===== src/rtl/core/gotp_pkg.sv =====
// Shared types, codes and helper functions for the glyph outline to path block.
package gotp_pkg;

    // Point tags on the input stream.
    localparam logic [1:0] TAG_CONIC   = 2'd0;
    localparam logic [1:0] TAG_ON      = 2'd1;
    localparam logic [1:0] TAG_CUBIC   = 2'd2;
    localparam logic [1:0] TAG_IGNORED = 2'd3;

    // Segment kinds on the output stream.
    localparam logic [1:0] KIND_MOVE  = 2'd0;
    localparam logic [1:0] KIND_LINE  = 2'd1;
    localparam logic [1:0] KIND_QUAD  = 2'd2;
    localparam logic [1:0] KIND_CUBIC = 2'd3;

    // Configuration register map.
    localparam int unsigned PADDR_W   = 3;
    localparam logic [PADDR_W-1:0] ADDR_COORD_SCALE = 3'd0;
    localparam int unsigned SCALE_W   = 24;
    localparam logic [SCALE_W-1:0] SCALE_RESET = 24'h010000;

    // One scaled point in signed Q23.8.
    typedef struct packed {
        logic signed [31:0] y;
        logic signed [31:0] x;
    } t_point;

    // One path segment as it leaves the block.
    typedef struct packed {
        logic [1:0] kind;
        t_point     pt_end;
        t_point     pt_ctrl;
        t_point     pt_ctrl2;
        logic       last;
    } t_result;

    // Midpoint of two Q23.8 values, rounded toward negative infinity.
    // The halved sum always fits in 32 bits, so no saturation is needed.
    function automatic logic signed [31:0] f_mid(input logic signed [31:0] a,
                                                 input logic signed [31:0] b);
        logic signed [32:0] sum;
        sum = {a[31], a} + {b[31], b};
        return sum[32:1];
    endfunction

    function automatic t_point f_mid_pt(input t_point a, input t_point b);
        t_point r;
        r.x = f_mid(a.x, b.x);
        r.y = f_mid(a.y, b.y);
        return r;
    endfunction

endpackage


===== src/rtl/core/gotp_scale.sv =====
// Scales a font-unit point by the Q8.16 coordinate scale into saturated Q23.8.
module gotp_scale import gotp_pkg::*; (
    input  logic signed [15:0]        i_x,
    input  logic signed [15:0]        i_y,
    input  logic        [SCALE_W-1:0] i_scale,
    output t_point                    o_pt
);

    logic signed [40:0] prod_x;
    logic signed [40:0] prod_y;

    // Clamp a 33-bit signed value to the 32-bit range.
    function automatic logic signed [31:0] f_sat(input logic [32:0] v);
        logic signed [31:0] r;
        if (v[32] != v[31]) begin
            r = v[32] ? 32'sh8000_0000 : 32'sh7fff_ffff;
        end else begin
            r = v[31:0];
        end
        return r;
    endfunction

    // Signed coordinate times unsigned scale; one multiplier per axis.
    assign prod_x = $signed(i_x) * $signed({1'b0, i_scale});
    assign prod_y = $signed(i_y) * $signed({1'b0, i_scale});

    // Dropping the low eight bits is a floor shift on two's complement.
    assign o_pt.x = f_sat(prod_x[40:8]);
    assign o_pt.y = f_sat(prod_y[40:8]);

endmodule


===== src/rtl/core/glyph_outline_to_path.sv =====
// A point passes the input register, the scaled point register and the result queue.
// Throughput: one point per cycle when the output keeps up; a two-segment point waits for room.
// The scale multipliers sit between the input register and the point register.
// A two-entry result queue lets a new point enter while a segment waits on the output.
// Reset (synchronous, active low) empties the pipeline, clears pending points,
// arms the next point to open a contour and restores coord_scale to 1.0.
module glyph_outline_to_path import gotp_pkg::*; (
    input  logic                 i_clk,
    input  logic                 i_rst_n,
    // Point input stream.
    input  logic                 s_axis_tvalid,
    output logic                 s_axis_tready,
    input  logic [31:0]          s_axis_tdata,   // [15:0] point_x, [31:16] point_y
    input  logic [1:0]           s_axis_tuser,   // [1:0] point_tag
    input  logic                 s_axis_tlast,   // contour_last
    // Segment output stream.
    output logic                 m_axis_tvalid,
    input  logic                 m_axis_tready,
    // [31:0] end_x, [63:32] end_y, [95:64] ctrl_x, [127:96] ctrl_y,
    // [159:128] ctrl2_x, [191:160] ctrl2_y
    output logic [191:0]         m_axis_tdata,
    output logic [1:0]           m_axis_tuser,   // [1:0] segment_kind
    output logic                 m_axis_tlast,   // run_last
    // Configuration port.
    input  logic                 psel,
    input  logic                 penable,
    input  logic                 pwrite,
    input  logic [PADDR_W-1:0]   paddr,
    input  logic [31:0]          pwdata,
    output logic [31:0]          prdata,
    output logic                 pready
);

    typedef enum logic [1:0] {
        PEND_NONE   = 2'd0,
        PEND_CONIC  = 2'd1,
        PEND_CUBIC1 = 2'd2,
        PEND_CUBIC2 = 2'd3
    } t_pend;

    localparam t_point PT_ZERO = '0;

    // Configuration register.
    logic [SCALE_W-1:0] r_scale;

    // Input register stage.
    logic               r_a_valid;
    logic signed [15:0] r_a_x;
    logic signed [15:0] r_a_y;
    logic [1:0]         r_a_tag;
    logic               r_a_last;

    // Scaled point stage.
    logic               r_b_valid;
    t_point             r_b_pt;
    logic [1:0]         r_b_tag;
    logic               r_b_last;
    t_point             scaled_pt;

    // Contour state.
    t_pend              r_pend, n_pend;
    t_point             r_pa, n_pa;
    t_point             r_pb, n_pb;
    t_point             r_start, n_start;
    logic               r_start_on, n_start_on;
    logic               r_at_start, n_at_start;

    // Results of the point in the scaled stage.
    t_result            res0, res1;
    logic [1:0]         res_cnt;

    // Result queue.
    t_result            r_q [0:1];
    t_result            n_q [0:1];
    logic [1:0]         r_cnt, n_cnt;
    logic               pop;
    logic [1:0]         cnt_after_pop;
    logic               b_adv;
    logic               a_adv;
    logic               in_take;

    // Configuration access; writes to other addresses are dropped.
    assign pready = 1'b1;
    assign prdata = (paddr == ADDR_COORD_SCALE) ? {8'b0, r_scale} : 32'b0;

    always_ff @(posedge i_clk) begin
        if (!i_rst_n) begin
            r_scale <= SCALE_RESET;
        end else if (psel && penable && pwrite && pready
                     && paddr == ADDR_COORD_SCALE) begin
            r_scale <= pwdata[SCALE_W-1:0];
        end
    end

    // Handshake flow between the stages.
    assign pop           = m_axis_tvalid && m_axis_tready;
    assign cnt_after_pop = r_cnt - {1'b0, pop};
    assign b_adv         = r_b_valid && ({1'b0, cnt_after_pop} + {1'b0, res_cnt} <= 3'd2);
    assign a_adv         = r_a_valid && (!r_b_valid || b_adv);
    assign s_axis_tready = !r_a_valid || a_adv;
    assign in_take       = s_axis_tvalid && s_axis_tready;

    // Input register.
    always_ff @(posedge i_clk) begin
        if (!i_rst_n) begin
            r_a_valid <= 1'b0;
        end else if (in_take) begin
            r_a_valid <= 1'b1;
        end else if (a_adv) begin
            r_a_valid <= 1'b0;
        end
        if (in_take) begin
            r_a_x    <= s_axis_tdata[15:0];
            r_a_y    <= s_axis_tdata[31:16];
            r_a_tag  <= s_axis_tuser;
            r_a_last <= s_axis_tlast;
        end
    end

    gotp_scale u_scale (
        .i_x     (r_a_x),
        .i_y     (r_a_y),
        .i_scale (r_scale),
        .o_pt    (scaled_pt)
    );

    // Scaled point register.
    always_ff @(posedge i_clk) begin
        if (!i_rst_n) begin
            r_b_valid <= 1'b0;
        end else if (a_adv) begin
            r_b_valid <= 1'b1;
        end else if (b_adv) begin
            r_b_valid <= 1'b0;
        end
        if (a_adv) begin
            r_b_pt   <= scaled_pt;
            r_b_tag  <= r_a_tag;
            r_b_last <= r_a_last;
        end
    end

    // Segment decisions for the current point and the next contour state.
    always_comb begin
        t_result new_res;
        logic    has_new;
        logic    handled;
        t_point  close_end;

        n_pend     = r_pend;
        n_pa       = r_pa;
        n_pb       = r_pb;
        n_start    = r_start;
        n_start_on = r_start_on;
        n_at_start = r_at_start;
        res0       = '0;
        res1       = '0;
        res_cnt    = 2'd0;
        new_res    = '0;
        has_new    = 1'b0;
        handled    = 1'b0;
        close_end  = r_start_on ? r_start : f_mid_pt(r_b_pt, r_start);

        if (r_at_start) begin
            // Whatever its tag, the opening point moves the pen.
            res0.kind   = KIND_MOVE;
            res0.pt_end = r_b_pt;
            res_cnt     = 2'd1;
            n_start     = r_b_pt;
            n_start_on  = (r_b_tag == TAG_ON);
            n_pend      = PEND_NONE;
            n_at_start  = r_b_last;
        end else begin
            // Finish whatever the previous points left open.
            unique case (r_pend)
                PEND_CONIC: begin
                    res0.kind    = KIND_QUAD;
                    res0.pt_ctrl = r_pa;
                    if (r_b_tag == TAG_ON) begin
                        res0.pt_end = r_b_pt;
                        handled     = 1'b1;
                    end else begin
                        res0.pt_end = f_mid_pt(r_pa, r_b_pt);
                    end
                    res_cnt = 2'd1;
                    n_pend  = PEND_NONE;
                end
                PEND_CUBIC1: begin
                    if (r_b_last) begin
                        n_pend = PEND_NONE;
                    end else begin
                        n_pb    = r_b_pt;
                        n_pend  = PEND_CUBIC2;
                        handled = 1'b1;
                    end
                end
                PEND_CUBIC2: begin
                    res0.kind     = KIND_CUBIC;
                    res0.pt_end   = r_b_pt;
                    res0.pt_ctrl  = r_pa;
                    res0.pt_ctrl2 = r_pb;
                    res_cnt       = 2'd1;
                    n_pend        = PEND_NONE;
                    handled       = 1'b1;
                end
                PEND_NONE: begin
                end
            endcase

            // The point on its own terms, unless it was used up above.
            if (!handled) begin
                priority if (r_b_tag == TAG_ON) begin
                    new_res.kind   = KIND_LINE;
                    new_res.pt_end = r_b_pt;
                    has_new        = 1'b1;
                end else if (r_b_tag == TAG_CONIC) begin
                    if (r_b_last) begin
                        // Close the contour to its first point, or to the midpoint if that point is off-curve.
                        new_res.kind    = KIND_QUAD;
                        new_res.pt_end  = close_end;
                        new_res.pt_ctrl = r_b_pt;
                        has_new         = 1'b1;
                    end else begin
                        n_pa   = r_b_pt;
                        n_pend = PEND_CONIC;
                    end
                end else if (r_b_tag == TAG_CUBIC) begin
                    if (!r_b_last) begin
                        n_pa   = r_b_pt;
                        n_pend = PEND_CUBIC1;
                    end
                end else begin
                    // An ignored point produces nothing.
                end
            end

            if (has_new) begin
                if (res_cnt == 2'd0) begin
                    res0 = new_res;
                end else begin
                    res1 = new_res;
                end
                res_cnt = res_cnt + 2'd1;
            end

            if (r_b_last) begin
                n_at_start = 1'b1;
                n_pend     = PEND_NONE;
            end
        end

        res0.last = (res_cnt == 2'd1);
        res1.last = (res_cnt == 2'd2);
    end

    // Contour state registers.
    always_ff @(posedge i_clk) begin
        if (!i_rst_n) begin
            r_pend     <= PEND_NONE;
            r_pa       <= PT_ZERO;
            r_pb       <= PT_ZERO;
            r_start    <= PT_ZERO;
            r_start_on <= 1'b0;
            r_at_start <= 1'b1;
        end else if (b_adv) begin
            r_pend     <= n_pend;
            r_pa       <= n_pa;
            r_pb       <= n_pb;
            r_start    <= n_start;
            r_start_on <= n_start_on;
            r_at_start <= n_at_start;
        end
    end

    // Result queue: shift out on a transaction, append the new segments behind.
    always_comb begin
        n_q[0] = pop ? r_q[1] : r_q[0];
        n_q[1] = r_q[1];
        n_cnt  = cnt_after_pop;
        if (b_adv) begin
            if (res_cnt == 2'd2) begin
                n_q[0] = res0;
                n_q[1] = res1;
            end else if (res_cnt == 2'd1) begin
                if (cnt_after_pop == 2'd0) begin
                    n_q[0] = res0;
                end else begin
                    n_q[1] = res0;
                end
            end
            n_cnt = cnt_after_pop + res_cnt;
        end
    end

    always_ff @(posedge i_clk) begin
        if (!i_rst_n) begin
            r_cnt <= 2'd0;
        end else begin
            r_cnt <= n_cnt;
        end
        r_q[0] <= n_q[0];
        r_q[1] <= n_q[1];
    end

    // Output stream driven from the queue head.
    assign m_axis_tvalid = (r_cnt != 2'd0);
    assign m_axis_tuser  = r_q[0].kind;
    assign m_axis_tlast  = r_q[0].last;
    assign m_axis_tdata  = {r_q[0].pt_ctrl2.y, r_q[0].pt_ctrl2.x,
                            r_q[0].pt_ctrl.y,  r_q[0].pt_ctrl.x,
                            r_q[0].pt_end.y,   r_q[0].pt_end.x};

`ifndef SYNTH
    // The queue never holds more than its two entries.
    a_cnt_bound: assert property (@(posedge i_clk) disable iff (!i_rst_n)
        r_cnt <= 2'd2)
        else $error("result queue overflow");

    // A contour that is about to open has nothing pending.
    a_start_clean: assert property (@(posedge i_clk) disable iff (!i_rst_n)
        r_at_start |-> r_pend == PEND_NONE)
        else $error("pending point at contour start");

    // A point that ends its contour arms the next contour.
    a_last_arms: assert property (@(posedge i_clk) disable iff (!i_rst_n)
        (b_adv && r_b_last) |=> r_at_start)
        else $error("contour end did not rearm start");

    // Two segments from one point are only taken into an empty queue.
    a_two_room: assert property (@(posedge i_clk) disable iff (!i_rst_n)
        (b_adv && res_cnt == 2'd2) |-> cnt_after_pop == 2'd0)
        else $error("two segments pushed without room");
`endif

endmodule


===== config.mk =====
export PLATFORM = sky130hd
export DESIGN_NAME = glyph_outline_to_path
export DESIGN_NICKNAME = d
export VERILOG_FILES = /design/src/rtl/core/gotp_pkg.sv /design/src/rtl/core/gotp_scale.sv /design/src/rtl/core/glyph_outline_to_path.sv
export SDC_FILE = /design/constraint.sdc
export NUM_CORES = 2
export LEC_CHECK = 0
export BUFFER_PORTS_ARGS = -buffer_cell sky130_fd_sc_hd__buf_4
export CAP_MARGIN = 15
export CORE_ASPECT_RATIO = 0.75
export CORE_MARGIN = 2
export CORE_UTILIZATION = 45
export CTS_CLUSTER_SIZE = 16
export DETAILED_ROUTE_END_ITERATION = 12
export PLACE_DENSITY = 0.62
export SYNTH_ARGS = -nofsm -noshare
export SYNTH_HDL_FRONTEND = slang
export SYNTH_SLANG_ARGS = --single-unit

===== constraint.sdc =====
create_clock -name i_clk -period 45.9 [get_ports i_clk]
set_input_delay 2.295 -clock i_clk [delete_from_list [all_inputs] [get_ports i_clk]]
set_output_delay 2.295 -clock i_clk [all_outputs]
set_load 0.02 [all_outputs]

Word-level counts from Yosys, hierarchy flattened
Memory sizes are Yosys's and may differ from the RTL's.
Cells that the tools add are included.
- register bits: 326
- memory bits (writable): 390
- input port bits: 77
- output and inout bits: 230
- word-level logic and storage cells: 128
- memories kept: 1
- add/sub/neg operators: 8
- multiply operators: 2
- order comparisons: 1
- eq/ne operators: 9
- mux-type cells: 59
- bitwise logic cells: 4
- reduce and logical (&&, ||, !) cells: 23
- memory list (memory ; depth ; bits a word ; read ports ; clocked after Yosys merged registers in ; wr ports ; line ; RTL):
    r_q ; 2 ; 195 ; 2 ; 0 ; 2 ; glyph_outline_to_path.sv:73 ; t_result r_q [0:1];
- operator list (cell ; count):
    $mux W195 ; 8
    $mux W390 ; 3
    $mux W130 ; 6
    $mux W64 ; 7
    $pmux W130 S2 ; 1
    $add A32 B32 Y33 ; 4
    $mux W66 ; 2
    $mux W129 ; 1
    $mux W32 ; 4
    $mul A16 B25 Y41 ; 2
    $mux W24 ; 1
    $mux W2 ; 10
    $mux W1 ; 14
    $eq A2 B2 Y1 const B ; 4
    $reduce_bool A2 Y1 ; 4
    $logic_and A1 B1 Y1 ; 7
    $eq A2 B1 Y1 const B ; 3
    $logic_not A2 Y1 ; 3
    $reduce_and A5 Y1 ; 1
    $not A1 Y1 ; 4
    $pmux W2 S2 ; 1
    $reduce_and A4 Y1 ; 1
    $add A2 B2 Y3 ; 1
    $le A3 B2 Y1 const B ; 1
    10 further kinds ; 13

Depth between registers and ports, before layout
- depth in word-level cells: 16
- mapped depth: 28
- depth with buffers taken out: 25

By module
Synthesis repeated with hierarchy kept, for this count alone.
- cells, all modules: 7390
- area total of the unflattened synthesis: 64378.0 um^2
- by module, submodules not included (module ; instances ; cells an instance ; area an instance (um^2) ; sequential area each (um^2)):
    glyph_outline_to_path ; 1 ; 4261 ; 38303.0 ; 17306.6
    gotp_scale ; 1 ; 3129 ; 26075.0 ; 0.0

Least setup slack after synthesis
Ideal clock, no wire load.
- kind: in2reg
- start point: input port m_axis_tready
- end point: memory r_q[0][195] (netlist bit) (enable)
- setup time: 0.989 ns
- data arrival time: 17.958 ns
- required time: 44.911 ns
- path slack: 26.953 ns
- cell stages on the path: 12
- buffers on the path: 3
- cell sequence: nand2_1 inv_2 clkbuf_1 clkbuf_1 ha_1 inv_1 ha_1 fa_1 a21oi_1 nand2_1 clkbuf_1 nor3_1
- RTL lines (what ; line ; RTL):
    start: declaration ; glyph_outline_to_path.sv:18 ; input logic m_axis_tready,
    end: declaration ; glyph_outline_to_path.sv:73 ;

==> flow_metrics.env <==
export IMPL_status="finished clean"
export IMPL_maxSlewHeadroom_pct=18.0
export IMPL_wl_per_cell_um=21.8
export IMPL_antenna_found_initial=2
export IMPL_grt_pass1_vias=51800
export IMPL_synthCells=7282
export IMPL_worst_setup_path_type="register to register"
export IMPL_hold_path_class="register to register"
export IMPL_synth_async_reset_ratio_pct=0
export IMPL_grtUsageMet2_pct=43.0
export IMPL_fmax_mhz=116
export IMPL_synth_xor_area_share_pct=2.36
export IMPL_vias=51800
export IMPL_pre_cts_ws_ps=37270
export IMPL_worstPathArrival_ps=8980
export IMPL_grt_usage_pct=27.2
export IMPL_chipHeight_um=329
export IMPL_clockRootBuffer="clkbuf_16"
export IMPL_synth_seq_area_share_pct=27.3
export IMPL_synth_edf_count=297
export IMPL_use_met3_pct=4.80
export IMPL_final_area_um2=68300
export IMPL_htreeDepth=3
export IMPL_synth_adder_area_share_pct=27.3
export IMPL_worst_pin_slew_ps=1230
export IMPL_min_path_cells=0
export IMPL_rsz0062_at_grt="no"
export IMPL_io_buffers=289
export IMPL_die_w_um=437
export IMPL_postLayoutSetupSlackWorst_ps=37240
export IMPL_synth_warnings=0
export IMPL_reg2regPathDepth=23
export IMPL_post_drt_via_cell_ratio=5.74
export IMPL_min_period_ps=8660
export IMPL_overflow=0
export IMPL_worstPathMaxFanout=29
export IMPL_mostFrequentLayoutCells="nand2_1, inv_1, fa_1, dfxtp_1, ha_1"
export IMPL_drc=0
export IMPL_synth_mux_area_share_pct=0.251
export IMPL_synth_simple_area_share_pct=16.2
export IMPL_cts_buffers=79
export IMPL_yosys_top_cells_area="fa_1, edfxtp_1, dfxtp_1, nand2_1, ha_1"
export IMPL_cts_num_sinks=716
export IMPL_fin_nets=8171
export IMPL_place_congestion=0.909
export IMPL_hpwl_mm=139
export IMPL_postCtsSetupBuffers=0
export IMPL_worst_setup_path_start_kind="register"
export IMPL_syn_area_um2=63400
export IMPL_post_route_util_pct=48.7
export IMPL_syn_to_final_growth_pct=7.66
export IMPL_end_kind="register"
export IMPL_ys_ff_latch=716
export IMPL_stdcell_count=9020
export IMPL_cap_violations=0
export IMPL_hold_buffers=0
export IMPL_firstDrtPassIters=7
export IMPL_initial_core_util_pct=45.3
export IMPL_ant_nets=0
export IMPL_clock_skew_ps=51.9
export IMPL_setup_viol=0
export IMPL_leakagePower_nw=30.3
export IMPL_clockBufferDepth=3
export IMPL_final_hold_viol_count=0
export IMPL_drv_slew=0
export IMPL_syn_area_per_cell_um2=8.71
export IMPL_cp_required_ps=46220
export IMPL_synth_top_area_share_pct=19.4
export IMPL_grt_pass1_wl_mm=306
export IMPL_p_per_area_nw_per_um2=39.1
export IMPL_synth_top_family_by_area="adder cells"
export IMPL_dieArea_um2=144000
export IMPL_drive_above_1_share_pct=8.13
export IMPL_yosysTopAreaCell="fa_1"
export IMPL_tritoncts="done"
export IMPL_rows=119
export IMPL_grt_max_degree=190
export IMPL_grtUsageMet1_pct=38.2
export IMPL_ios=307
export IMPL_cts_resized=0
export IMPL_synth_main_ff_cell="dfxtp_1"
export IMPL_routed_wl_mm=197
export IMPL_placed_cells=8870
export IMPL_setup_tns_ps=0
export IMPL_drtIter0Drc=4887
export IMPL_final_common_cell="nand2_1"
export IMPL_fin_crit_sh_pct=18.9
export IMPL_gr_max_usage_layer="met2"
export IMPL_ir_drop_mv=0.0460
export IMPL_clkTransAtPathRegs_ps=80
export IMPL_synth_cell_types=84
export IMPL_placed_cell_area_um2=65500
export IMPL_synth_compound_area_share_pct=16.3
export IMPL_core_area_um2=140000
export IMPL_clk_latency_ps=700
-- metal layers --
layer | wire length (um) | vias up | share of wire (%)
li1 | - | 23500 | -
met1 | 86700 | 26000 | 44
met5 | 21 | - | 0.011
met2 | 88900 | 1956 | 45
met3 | 15500 | 303 | 7.9
met4 | 5740 | 4 | 2.9
-- power breakdown --
group          internal [W]  switching, W
Sequential         0.000818      0.000132
Combinational      0.000390      0.000652
Clock              0.000390      0.000286
-- worst paths after layout --
check,startpoint,to,slack [ps]
min reg2reg,r_a_last,r_b_last,440
max reg2reg,r_scale[12],r_b_pt[32],37240
min,r_a_last,r_b_last,440
max,r_scale[12],r_b_pt[32],37240
-- sequential cells by signal, indices dropped and copies added (netlist names) --
name	flops
r_a_last	1
r_a_tag	2
r_a_valid	1
r_a_x	16
r_a_y	16
r_at_start	1
r_b_last	1
r_b_pt	64
r_b_tag	2
r_b_valid	1
r_cnt	2
r_pa	64
r_pb	64
r_pend	2
r_q	390
r_scale	24
r_start	64
r_start_on	1
-- logic make-up (layout without fill, tap and decap cells) --
group           count (synthesis)  count (layout)
simple gates                 2297            2297
compound gates               1556            1556
buf+inv                      1509            1364
fa+ha+maj                    1016            1016
flops                         716             716
xor+xnor                      171             171
mux                            15              15
other cells                     2              10
-- synthesized netlist by cell type, types with 7 or more instances --
cell type and n:
nand3_1 51, a22o_1 74, edfxtp_1 297, o21a_1 29
dfxtp_1 419, ha_1 399, clkbuf_1 437, a22oi_1 46
fa_1 615, a21boi_0 219, a222oi_1 22, o21bai_1 25
a221o_1 7, xor2_1 71, a31oi_1 192, o22ai_1 31
inv_1 826, and4_1 8, buf_4 216, a21oi_1 328
a32oi_1 12, mux2i_1 8, nor2b_1 27, xnor2_1 100
a221oi_1 84, nor2_1 171, a21o_1 124, nand2_1 1451
o21ai_0 248, nor3_1 43, buf_1 24, nand2b_1 35
a211oi_1 15, and2_1 341, nand4_1 37, or2_2 10
o31ai_1 21, mux2_2 7, o211ai_1 10, and3_1 93
-- layout make-up --
cell class	instances	area [um2]
Antenna cell	1	2.50
Clock buffer	111	2240
Clock inverter	34	453
Fill cell	13400	71800
Inverter	827	3110
Multi-Input combinational cell	5064	39800
Sequential cell	716	17300
Tap cell	1875	2350
Timing Repair Buffer	392	3030
-- metrics by stage --
step | power [W] | hold WS [ps]
after floorplan | 0.00170 | 400
after CTS | 0.00267 | 434
after detailed placement | 0.00199 | 405
final | 0.00267 | 436
after global routing | 0.00281 | 434
after global placement | 0.00198 | 404
-- critical path, cell delays in order, from the launching register on --
cell and delay (ps):
dfxtp_1 1020, buf_4 430, nand2_1 120, fa_1 510
fa_1 520, fa_1 520, inv_1 50, fa_1 540
inv_1 60, fa_1 470, inv_1 50, fa_1 430
ha_1 340, a21oi_1 160, nand2_1 70, a211o_1 310
a221o_1 450, a21oi_4 210, o221ai_2 190, a31o_4 310
a41oi_2 200, xnor2_1 170, nand2_1 690, o21ai_0 460
No activity file was read; power rests on OpenSTA's default activity.
